`config.mk`:
```
export PLATFORM = sky130hd
export DESIGN_NAME = spr_cell
export DESIGN_NICKNAME = d
export VERILOG_FILES = /design/src/rtl/spr_pkg.sv /design/src/rtl/spr_cell.sv
export SDC_FILE = /design/constraint.sdc
export NUM_CORES = 1
export LEC_CHECK = 0
export ABC_AREA = 0
export BUFFER_PORTS_ARGS = -buffer_cell sky130_fd_sc_hd__buf_2
export CORE_ASPECT_RATIO = 1.75
export CORE_MARGIN = 3
export CORE_UTILIZATION = 48
export CTS_CLUSTER_SIZE = 20
export DETAILED_ROUTE_END_ITERATION = 12
export GPL_ROUTABILITY_DRIVEN = 0
export HOLD_SLACK_MARGIN = 0.05
export PLACE_DENSITY = 0.88
export SLEW_MARGIN = 25
export SYNTH_ARGS = -nofsm -noshare
export SYNTH_HDL_FRONTEND = slang
export SYNTH_SLANG_ARGS = --single-unit
```
`constraint.sdc`:
```
create_clock -name i_clk -period 3.7 [get_ports i_clk]
set_input_delay 0.555 -clock i_clk [delete_from_list [all_inputs] [get_ports i_clk]]
set_output_delay 0.555 -clock i_clk [all_outputs]
set_load 0.01 [all_outputs]
```
`src/rtl/spr_pkg.sv`:
```
`timescale 1ns / 1ps

package spr_pkg;

    localparam int MAX_RANGES_DEF = 64;
    localparam int PAGE_BITS_DEF  = 12;

    localparam int ADDR_W = 32;
    localparam int PAGE_W = 20;
    localparam int SLOT_W = 6;

    localparam logic MODE_LOOKUP = 1'b0;
    localparam logic MODE_INSERT = 1'b1;

    typedef struct packed {
        logic [PAGE_W-1:0] start_page;
        logic [PAGE_W-1:0] end_page;
    } t_entry;

    // strobes broadcast to every cell on an accepted beat
    typedef struct packed {
        logic load;
        logic lookup;
        logic insert;
    } t_cmd;

endpackage

```
`src/rtl/spr_cell.sv`:
```
`timescale 1ns / 1ps

module spr_cell
    import spr_pkg::*;
#(
    parameter int CMP_W = PAGE_W
) (
    input  logic             i_clk,
    input  logic             i_valid_slot,
    input  t_cmd             i_cmd,
    input  logic [CMP_W-1:0] i_page,
    input  t_entry           i_new,
    input  t_entry           i_left,
    input  logic             i_left_lt,
    input  logic             i_right_le,
    output t_entry           o_entry,
    output logic             o_lt,
    output logic             o_le,
    output logic             o_flag,
    output logic             o_hit
);

    t_entry r_entry;
    logic   r_flag;
    logic   r_hit;
    logic   w_take_new;
    logic   w_sel;

    assign o_lt = i_valid_slot && (r_entry.start_page < i_new.start_page);
    assign o_le = i_valid_slot && (CMP_W'(r_entry.start_page) <= i_page);

    // first cell not below the new start takes it, later cells take the left neighbor
    assign w_take_new = !o_lt && i_left_lt;
    // last stored range starting at or below the page
    assign w_sel      = o_le && !i_right_le;

    always_ff @(posedge i_clk) begin
        if (i_cmd.insert && !o_lt) begin
            r_entry <= w_take_new ? i_new : i_left;
        end
        if (i_cmd.load) begin
            r_flag <= i_cmd.lookup ? w_sel : (i_cmd.insert && w_take_new);
            r_hit  <= i_cmd.lookup && w_sel && (i_page < CMP_W'(r_entry.end_page));
        end
    end

    assign o_entry = r_entry;
    assign o_flag  = r_flag;
    assign o_hit   = r_hit;

endmodule

```
==> qor.csv <==
metric;value;unit
yosysUniqueCellTypes;31;
max_freq;322;MHz
syn_nets;468;
yosys_register_bits;42;
seqPwrFrac;0.416;
htreeDepth;2;
critPathMaxFanout;3;
dieArea;8210;um2
fin_worst_skew;0.00428;ns
via_count;2844;
final.period_utilization;0.839;
grt_pass1_wl;14100;um
clock-sinks;42;
arrival;2.55;ns
grt_pass1_vias;3082;
start_util;0.495;
startpoint_type;flop;
cts_tree;done;
grt-ovfl-total;0;
drc;0;
rows;40;
r2r_setup_slack;0.91;ns
setup_tns;0;ns
clkPwrFrac;0.287;
fin_nets;624;
synth_area;3420;um2
crit_type;flop to output port;
ys_warn_count;0;
min-delay-start;i_cmd[2];
hold_viol;0;
max_cap_viol_count;0;
viasPerCell;5.23;
grt_util_all_layers;0.218;
drt_wl_total;8750;um
io_pins;151;
n_antenna_cell;0;
antenna_found_initial;0;
r2r_start;o_entry[38];
r2r-end;o_entry[13];
clk_path_buf_depth;2;
hold_class;input pin to flop;
syn_inst;303;
die_h;118;um
slew_violations;0;
ys_seq_area_frac;0.369;
power_density;331;nW/um2
fin_crit;3.10;ns
rsz0062_at_grt;false;
cellLeakagePower;2.41;nW
ir_drop;277;uV
core_area;6910;um2
io_buffers;150;
run_status;finished, final reports clean;
r2r_cells;7;
cts_root_buffer;clkbuf_16;
post_cts_buffers;0;
p_int;1.05;mW
yosysTopAreaCell;edfxtp_1;
whs_path_depth;1;
setup_viol;0;
grt_max_degree;24;
switching_share;0.283;
netlist_top_cells_area;edfxtp_1 (37%), ha_1 (21%), mux2_4 (18%);
drtIter0Drc;77;
cts_hold_buf;0;
tightest_slew;0.457;ns
drive_above_1_share;0.439;
ant_nets;0;
syn-mean-instance-area;11.3;um2
relSlewSlack;0.695;
p_sw;414;uW
syn2layout_area_growth;29.5;%
synth_top_area_share;0.369;
path_clk_slew;0.06;ns
die_w;69.8;um
combPwrFrac;0.298;
clk_latency;0.28;ns
endpoint_kind;output port;
hold_end;o_flag;
drtPass1Iterations;4;
dp_hpwl;7560;um
wl_per_cell;16.1;um
fin_util;0.641;
cts_buffers;5;
postCtsResizedCells;0;
crit_required;3.14;ns
[cell usage after synthesis, drive strengths merged]
master,count
edfxtp,42
or4,1
inv,60
nand2,15
ha,58
o211ai,1
a22o,1
o21ai,10
a21boi,1
nor3,2
o31ai,1
a2111o,1
o2bb2ai,1
and2,2
nand3,4
nor4,1
buf,4
mux2,40
and3b,1
or3,1
and4b,1
o2111ai,1
a221oi,1
a21oi,23
nor2b,3
a21o,6
nand4,9
a211oi,2
nand2b,4
nor2,6
[registers in the layout, summed over array words and instances, names as in the netlist]
| signal | flops |
|---|---|
| o_flag | 1 |
| o_hit | 1 |
| o_entry | 40 |
[worst max-delay path, cell delays in order, from the launching register on]
cell and delay (ns):
edfxtp_1 0.45, ha_1 0.34, a21oi_1 0.14, o21ai_0 0.13, a22o_1 0.22, a2111o_1 0.37, o21ai_0 0.30, and2_1 0.18
buf_2 0.13
[logic make-up (layout without fill, tap and decap cells)]
group | after synthesis | after routing | share of synthesized area
fa+ha+maj | 58 | 58 | 0.212
buf+inv | 64 | 221 | 0.0790
flops | 42 | 42 | 0.369
mux | 40 | 40 | 0.176
simple gates | 50 | 50 | 0.0768
compound gates | 49 | 49 | 0.0875
[worst max-delay path by stage]
stage	from	to	cells past startpoint
finish	o_entry[27]	o_le	8
global route	o_entry[27]	o_le	8
CTS	o_entry[27]	o_le	8
detailed placement	i_page[11]	o_le	10
global placement	i_page[7]	o_le	10
floorplan	i_new[38]	o_entry[0]	6
[cells in the final DEF (no fill, tap or decap), types with 2 or more instances in the layout]
cell / instances
clkbuf_16: 5
buf_12: 3
nand3_1: 4
nand2_1: 14
edfxtp_1: 42
mux2_4: 40
a211oi_1: 2
nor2b_1: 3
nor2_1: 6
inv_1: 60
buf_2: 150
a21oi_1: 23
nand4_1: 9
nor3_1: 2
ha_1: 58
o21ai_0: 10
nand2b_1: 4
a21o_1: 6
[per-layer routing]
layer / GRT usage / vias to the layer above / routed length (um)
li1: - / 1395 / -
met1: 0.215 / 1313 / 2980
met2: 0.435 / 120 / 5030
met3: 0.0350 / 16 / 489
met4: 0.0839 / 0 / 252
met5: 0 / - / 0
[power groups by stage]
stage          clock network [mW]  registers [mW]  logic [mW]
4_1_cts                     0.433           0.610       0.443
3_3_place_gp                    0           0.619       0.418
5_1_grt                     0.456           0.615       0.489
6_report                    0.421           0.610       0.437
3_5_place_dp                    0           0.620       0.440
2_1_floorplan                   0           0.631       0.251
[cell type report]
class                   instances  area [um2]
repair buffers                153         811
clock inverters                 2        8.76
flip-flops and latches         42        1260
clock buffers                   6         129
fillers                       554        2480
well taps                      84         105
multi-input cells             197        1890
inverters                      60         225
[through the flow]
stage | hold slack, ns | setup WS, ns | total power, mW | area [um2] | std cells
after floorplan | 0.667 | 0.559 | 0.882 | 3420 | 303
after global placement | 0.790 | 0.690 | 1.04 | 4290 | 536
after detailed placement | 0.792 | 0.664 | 1.06 | 4290 | 536
after CTS | 0.495 | 0.609 | 1.49 | 4430 | 544
after global routing | 0.489 | 0.499 | 1.56 | 4430 | 544
final | 0.502 | 0.597 | 1.47 | 4430 | 544
No activity file was read; power rests on OpenSTA's default activity.
