--- src/rtl/spr_pkg.sv ---
`timescale 1ns / 1ps

package spr_pkg;

    localparam int MAX_RANGES_DEF = 64;
    localparam int PAGE_BITS_DEF  = 12;

    localparam int ADDR_W = 32;
    localparam int PAGE_W = 20;
    localparam int SLOT_W = 6;

    localparam logic MODE_LOOKUP = 1'b0;
    localparam logic MODE_INSERT = 1'b1;

    typedef struct packed {
        logic [PAGE_W-1:0] start_page;
        logic [PAGE_W-1:0] end_page;
    } t_entry;

    // strobes broadcast to every cell on an accepted beat
    typedef struct packed {
        logic load;
        logic lookup;
        logic insert;
    } t_cmd;

endpackage

--- src/rtl/spr_enc.sv ---
`timescale 1ns / 1ps

module spr_enc
    import spr_pkg::*;
#(
    parameter int MAX_RANGES = MAX_RANGES_DEF
) (
    input  logic [MAX_RANGES-1:0] i_flag,
    input  logic [MAX_RANGES-1:0] i_hit,
    output logic [SLOT_W-1:0]     o_slot,
    output logic                  o_hit
);

    localparam int IW = $clog2(MAX_RANGES);

    logic [IW-1:0] w_idx;

    // at most one flag is set, so or-ing the indexes encodes it
    always_comb begin
        w_idx = '0;
        for (int i = 0; i < MAX_RANGES; i++) begin
            if (i_flag[i]) begin
                w_idx = w_idx | IW'(i);
            end
        end
    end

    for (genvar b = 0; b < SLOT_W; b++) begin : g_slot
        if (b < IW) begin : g_on
            assign o_slot[b] = w_idx[b];
        end else begin : g_off
            assign o_slot[b] = 1'b0;
        end
    end

    assign o_hit = |i_hit;

endmodule

--- config.mk ---
export PLATFORM = sky130hd
export DESIGN_NAME = spr_enc
export DESIGN_NICKNAME = d
export VERILOG_FILES = /design/src/rtl/spr_pkg.sv /design/src/rtl/spr_enc.sv
export SDC_FILE = /design/constraint.sdc
export NUM_CORES = 1
export LEC_CHECK = 0
export BUFFER_PORTS_ARGS = -buffer_cell sky130_fd_sc_hd__buf_2
export CAP_MARGIN = 40
export CORE_AREA = 2 2 52 54
export DETAILED_ROUTE_END_ITERATION = 12
export DIE_AREA = 0 0 54 56
export GPL_TIMING_DRIVEN = 0
export PLACE_DENSITY = 0.87
export SLEW_MARGIN = 20
export SYNTH_ARGS = -nofsm -noshare
export SYNTH_HDL_FRONTEND = slang
export SYNTH_SLANG_ARGS = --single-unit
--- constraint.sdc ---
create_clock -name vclk -period 2.25
set_input_delay 0.225 -clock vclk [all_inputs]
set_output_delay 0.225 -clock vclk [all_outputs]
set_load 0.005 [all_outputs]
==> metrics, run 1 <==
Final setup violation count 0; number of buffers inserted by post-CTS setup repair 0; Crit Path Max Fanout 1; number of vias after detailed routing 1186; internal power summed over all cells 0.0000887 W; Synth top area share 0.479; Setup Crit Path Kind in2out; share of cells above drive strength 1 0.659; clkbuf count 0; hold_buf cts 0; Lkg Pwr 0.559 nW; count of sequential standard cells 0; hold path cells 5; Resized Gates After CTS 0; most common library cell in the layout ignoring fill and taps buf_2; portion of netlist area occupied by mux cells 0; effective utilization at floorplan 0.183; via count of the first global-routing pass 1200; Fill cells 278; Final Net Count 338; residual antenna-violating net count after detailed routing 0; CORE AREA 2430 sq um; switching component of the power 0.0000563 W; antenna violations before repair 0; Final Hold Slack 0.801 ns; Reg power frac 0; net switching fraction of the power 0.388; num ports 135; Die Wd 54 microns; highest ir drop seen on vdd 0.0673 mV; global-route usage over all layers 0.200; Max Freq 603 MHz; share of the synthesized netlist area taken by xor and xnor gates 0; commonest cells after routing, fill and taps aside 134 x buf_2, 34 x nor4_1, 11 x nand4_1; arrival time of the worst setup path 1.43 ns; min cycle time layout 1.66 ns; fraction of the yosys area taken by sequential cells 0; post-synthesis share of cell area spent on full adders, half adders and majority gates 0; Worst setup EP type output port; antenna diode instance count 0; fraction of the mapped netlist area in compound gates 0; cell accounting for the most synthesized area nor4_1; pin count of the biggest net entering global routing 4; result of the run finished clean; routing layer with the top usage in global route met2; # port buffers 134; total die area 3020 sq um; count of cell types in the netlist 10; launching element type of the critical path primary input; violation count after the first detailed-route iteration 25; max-slew violation count 0; Die Y 56 microns; Post-Synthesis Net Count 202; number of instances in the synthesized netlist 74; remaining design rule violation count 0; number of max-cap violations 0; worst relative slew slack 0.754; power share of the clock group 0; synth top area cells nor4_1 48%, nand4_1 15%, or3_1 7.0%; ratio of final minimum period to clock period 0.737; Hold WC Path Type in2out; area of the multi-input gates 444 sq um; Syn Std Cell Area 444 sq um; drt total wl 3.24 mm; simple-gate share of the synthesized area 1.00; combinational cell fraction of total power 1.000; dominant combinational cell family by area after synthesis simple AND/OR/NAND/NOR gates; Total Neg Setup Slack 0 ns; met2 usage in global routing 0.427; area occupied by registers 0 sq um; met3 Resource Use GR 0.0403; number of vias per cell after detailed routing 4.98; average wire per standard cell 13.6 microns; mean instance size in the synthesized netlist 6.00 sq um; Pre-antenna DRT Iters 4; unrepaired setup endpoints after global routing false; GP Congestion 0.831; half-perimeter wire length after detailed placement 3.11 mm; area added between synthesis and finish 159%; total overflow reported by the global router 0; Data required, critical path 2.03 ns; number of synthesis warnings 0; met1 track utilization from global routing 0.183; power density over cell area 126 nW/um^2; global-route wire length before repair 4.72 mm; total count of hold-check failures in the final report 0; measured slew at the worst slew-check pin 0.365 ns; count of standard-cell rows 18
[per-stage QoR]
stage / std cells / power (W) / worst slack, ns / cell area (sq um) / util
6_report: 238 / 0.000145 / 0.591 / 1150 / 0.474
3_3_place_gp: 238 / 0.000143 / 0.586 / 1150 / 0.474
2_1_floorplan: 74 / 0.0000195 / 0.899 / 444 / -
5_1_grt: 238 / 0.000162 / 0.510 / 1150 / 0.474
4_1_cts: 238 / 0.000146 / 0.591 / 1150 / 0.474
3_5_place_dp: 238 / 0.000146 / 0.592 / 1150 / 0.474
[synthesized netlist by cell type]
master	number
or3_1	5
nand3_1	2
nand4_1	11
nor3_2	1
nor4_1	34
nor3_1	6
nor2_1	7
or4_1	2
nor4_2	2
nand2_1	4
[layout make-up]
cell class                      count  share of cell area
Timing Repair Buffer              134               0.582
Tap cell                           30              0.0326
Multi-Input combinational cell     74               0.385
[critical path, cell delays in order]
cell     delay (ns)
buf_2          0.09
nor4_1         0.33
nand4_1        0.12
or4_1          0.52
buf_2          0.15
[cells by family (layout without fill, tap and decap cells)]
group | Yosys count | after routing
and+or+nand+nor | 74 | 74
buffers and inverters | 0 | 134
[layer usage]
metal	part of all wire	vias up
li1	-	607
met1	0.32	500
met5	0	-
met2	0.54	75
met3	0.14	4
met4	0.0096	0
[worst paths after layout]
check,end,slack [ns],start
worst min-delay path,o_slot[3],0.80,i_flag[8]
worst max-delay path,o_hit,0.59,i_hit[6]
[power by group through the flow]
stage,Sequential (W),Clock [W],Combinational (W)
2_1_floorplan,0,0,0.0000195
6_report,0,0,0.000145
5_1_grt,0,0,0.000162
4_1_cts,0,0,0.000146
3_3_place_gp,0,0,0.000143
3_5_place_dp,0,0,0.000146
No activity file was read; power rests on OpenSTA's default activity.
==> run 2, diff against run 1 <==
- CORE_AREA: 2 2 52 54 -> default
- CORE_MARGIN: default -> 2
- CORE_UTILIZATION: default -> 18
- DIE_AREA: 0 0 54 56 -> default
- PLACE_DENSITY: 0.87 -> 0.9
- clock period: 2.25 -> 1.4 ns (I/O delays scaled with it)
==> run 2 against run 1 <==
  * Wire length up 25%
  * Final area up 20%
  * Non-clock buffer count unchanged
  * Combinational power up 110%
  * Clock-buffer cell count unchanged
  * Hold slack worse by 0.16 ns
  * The flow now finishes with violations (negative setup slack)
  * Largest power group unchanged
  * Sequential share of layout area unchanged
  * Critical path depth unchanged
  * Via count up 10%
  * First-iteration DRC count up 44%
  * Power up 110%
==> metrics, run 2 (synthesis results as in run 1) <==
clkbuf count 0; Hold WC Path Type in2out; area occupied by registers 0 sq um; total overflow reported by the global router 0; post-layout power 0.000311 W; violation count after the first detailed-route iteration 36; Critical-path top delay cell or4_1; area added between synthesis and finish 212%; cell class contributing the biggest share of worst-path delay simple AND/OR/NAND/NOR gates; Final Net Count 338; Crit Path Max Fanout 1; most prevalent standard cell on the critical path buf_2; average wire per standard cell 17.2 microns; Setup Crit Path Kind in2out; area of the multi-input gates 653 sq um; Fill cells 217; Data required, critical path 1.26 ns; antenna diode instance count 0; commonest cells after routing, fill and taps aside 130 x buf_2, 14 x nor4_1, 13 x nor4_2; Bufs and invs on worst path 2; power density over cell area 225 nW/um^2; arrival time of the worst setup path 1.30 ns; total die area 2880 sq um; number of vias after detailed routing 1310; Final Hold Slack 0.645 ns; # port buffers 134; via count of the first global-routing pass 1135; Lkg Pwr 0.592 nW; global-route wire length before repair 4.82 mm; Worst setup EP type output port; measured slew at the worst slew-check pin 0.317 ns; Max stage delay on crit path 0.50 ns; max-slew violation count 0; launching element type of the critical path primary input; total cell area at the placement stage 1150 sq um; half-perimeter wire length after detailed placement 3.25 mm; count of standard-cell rows 17; num ports 135; antenna violations before repair 0; residual antenna-violating net count after detailed routing 0; number of buffers inserted by post-CTS setup repair 0; Die Y 53.7 microns; ratio of final minimum period to clock period 1.03; worst relative slew slack 0.787; Final setup violation count 1; GP Congestion 0.966; chain of cells forming the critical path buf_2 -> nor4_2 -> nand4_1 -> or4_1 -> buf_2; pin count of the biggest net entering global routing 4; effective utilization at floorplan 0.195; post-route cell area 1380 sq um; Max Freq 694 MHz; count of sequential standard cells 0; result of the run complete, but fails checks; number of max-cap violations 0; remaining design rule violation count 0; violations in the final reports negative setup slack; number of vias per cell after detailed routing 5.55; most common library cell in the layout ignoring fill and taps buf_2; Total Neg Setup Slack -0.0414 ns; min setup slack post-route -0.0414 ns; Pre-antenna DRT Iters 4; unrepaired setup endpoints after global routing true; highest ir drop seen on vdd 0.118 mV; total count of hold-check failures in the final report 0; global-route usage over all layers 0.227; share of cells above drive strength 1 0.760; drt total wl 4.05 mm; CORE AREA 2280 sq um; Die Wd 53.7 microns; min cycle time layout 1.44 ns
==> run 2: stage by stage <==
stage	instances	util	worst slack, ns
CTS	236	0.553	-0.0202
detailed placement	236	0.505	-0.119
global route	236	0.608	-0.112
floorplan	74	-	0.219
global placement	236	0.505	-0.104
finish	236	0.608	-0.0414
==> run 2: cell type report <==
cell class | instances | share of cell area
multi-input cells | 74 | 0.472
well taps | 28 | 0.0253
repair buffers | 134 | 0.503
==> run 2: final timing paths <==
path	depth (start not counted)	endpoint	from	slack (ns)
hold / removal	5	o_hit	i_hit[61]	0.64
setup / recovery	5	o_hit	i_hit[25]	-0.04
==> run 2: repair_timing <==
action                                  4_1_cts  5_1_grt
hold buffers                                  0        0
gates resized for setup                      16       18
endpoints found under the setup margin        4        6
pin swaps                                    10       10
==> run 2: power breakdown <==
part | switching, W | internal [W] | total, W
combinational | 0.000146 | 0.000165 | 0.000311
sequential | 0 | 0 | 0
clock | 0 | 0 | 0
total | 0.000146 | 0.000165 | 0.000311
==> run 2: layer usage <==
| layer | share of wire | up-vias | wire, microns | global-route usage |
|---|---|---|---|---|
| li1 | - | 610 | - | - |
| met1 | 0.39 | 599 | 1590 | 0.285 |
| met2 | 0.49 | 91 | 1970 | 0.402 |
| met3 | 0.11 | 10 | 435 | 0.0444 |
| met4 | 0.014 | 0 | 55 | 0.0342 |
| met5 | 0 | - | 0 | 0 |
==> run 3, diff against run 2 <==
- MAX_ROUTING_LAYER: default -> met4
==> run 3 against run 2 <==
  * The flow still finishes with violations (negative setup slack)
  * Hold slack worse by 0.0052 ns
  * Non-clock buffer count stayed put
  * Utilization is 0.77 points higher
  * Final area is 1.3% higher
  * First-iteration DRC count is 42% lower
  * Critical path type unchanged
  * Largest power group unchanged
==> metrics, run 3 (synthesis results as in run 1) <==
result of the run complete, but fails checks; violations in the final reports negative setup slack; via count of the first global-routing pass 1187; Final setup violation count 2; highest ir drop seen on vdd 0.127 mV; ratio of final minimum period to clock period 1.01; chain of cells forming the critical path buf_2 -> nor4_2 -> nand4_1 -> or4_1 -> buf_2; Max stage delay on crit path 0.51 ns; global-route wire length before repair 5.00 mm; unrepaired setup endpoints after global routing true; number of vias after detailed routing 1270; number of vias per cell after detailed routing 5.38; clkbuf count 0; remaining design rule violation count 0; measured slew at the worst slew-check pin 0.318 ns; global-route usage over all layers 0.240; total count of hold-check failures in the final report 0; Hold WC Path Type in2out; drt total wl 3.97 mm; worst relative slew slack 0.786; # port buffers 134; average wire per standard cell 16.8 microns; Final Net Count 338; share of cells above drive strength 1 0.755; Die Wd 53.7 microns; Lkg Pwr 0.597 nW; count of standard-cell rows 17; Pre-antenna DRT Iters 4; Max Freq 706 MHz; commonest cells after routing, fill and taps aside 129 x buf_2, 15 x nor4_1, 11 x nand4_1, 11 x nor4_4, 10 x nor4_2; Setup Crit Path Kind in2out; num ports 135; Data required, critical path 1.26 ns; antenna diode instance count 0; cell class contributing the biggest share of worst-path delay simple AND/OR/NAND/NOR gates; area occupied by registers 0 sq um; Fill cells 206; total cell area at the placement stage 1150 sq um; pin count of the biggest net entering global routing 4; CORE AREA 2280 sq um; hold_buf cts 0; max-slew violation count 0; terminating pin of the worst hold path o_hit; antenna violations before repair 0; count of sequential standard cells 0; total overflow reported by the global router 0; arrival time of the worst setup path 1.28 ns; residual antenna-violating net count after detailed routing 0; violation count after the first detailed-route iteration 21; total die area 2880 sq um; Critical-path top delay cell or4_1; most prevalent standard cell on the critical path buf_2; hold path cells 5; min setup slack post-route -0.0166 ns; beginning of the worst hold path i_hit[61]; GP Congestion 0.979; Bufs and invs on worst path 2; effective utilization at floorplan 0.195; Worst setup EP type output port; Crit Path Max Fanout 1; power density over cell area 226 nW/um^2; number of max-cap violations 0; min cycle time layout 1.42 ns; post-route cell area 1400 sq um; Die Y 53.7 microns; area added between synthesis and finish 215%; launching element type of the critical path primary input; most common library cell in the layout ignoring fill and taps buf_2; Final Hold Slack 0.639 ns
run 3: cell types whose count changed in the layout (fill, tap and decap cells not counted):
cell    delta
buf_2      -1
buf_6      +1
nor4_4     +2
nor4_2     -3
nor4_1     +1
run 3: per-layer routing:
| layer | vias up | global-route usage | share of wire | wire, microns |
|---|---|---|---|---|
| li1 | 607 | - | - | - |
| met1 | 571 | 0.297 | 0.37 | 1480 |
| met2 | 90 | 0.413 | 0.51 | 2010 |
| met3 | 2 | 0.0444 | 0.12 | 466 |
| met4 | 0 | 0.0299 | 0.0038 | 15 |
| met5 | - | - | 0 | 0 |
run 3: per-stage QoR:
step	util	worst slack (ns)	power (W)	std cells	TNS, ns
floorplan	-	0.219	0.0000314	74	0
global placement	0.505	-0.102	0.000233	236	-0.192
detailed placement	0.505	-0.121	0.000236	236	-0.190
CTS	0.550	-0.0154	0.000264	236	-0.0154
global route	0.616	-0.0994	0.000338	236	-0.137
finish	0.616	-0.0166	0.000316	236	-0.0192
run 3: worst min-delay path: stages:
cell and delay, ns:
buf_2 0.07, nor4_1 0.03, nand4_1 0.06, or4_1 0.09, buf_2 0.10
run 3: what timing repair did:
action                                  CTS  global route
endpoints found under the setup margin    3             7
buffers inserted                          0             0
pin swaps                                10            10
gates resized for setup                  15            22
run 3: area by class of cell:
cell class	count	area, sq um	share of cell area
well taps	28	35.0	0.0250
multi-input cells	74	664	0.474
repair buffers	134	702	0.501
run 3: how the worst max path moves through the flow:
stage | startpoint | to | slack (ns) | depth (start not counted)
floorplan | i_flag[28] | o_slot[2] | 0.22 | 3
detailed placement | i_flag[28] | o_slot[2] | -0.12 | 5
finish | i_hit[41] | o_hit | -0.02 | 5
CTS | i_hit[22] | o_hit | -0.02 | 5
global placement | i_flag[13] | o_slot[2] | -0.10 | 5
global route | i_hit[50] | o_hit | -0.1 | 5
run 3: where the power goes:
part	total (W)	leakage (nW)	switching, W	internal (W)
Combinational	0.000316	0.597	0.000148	0.000168
Sequential	0	0	0	0
Clock	0	0	0	0
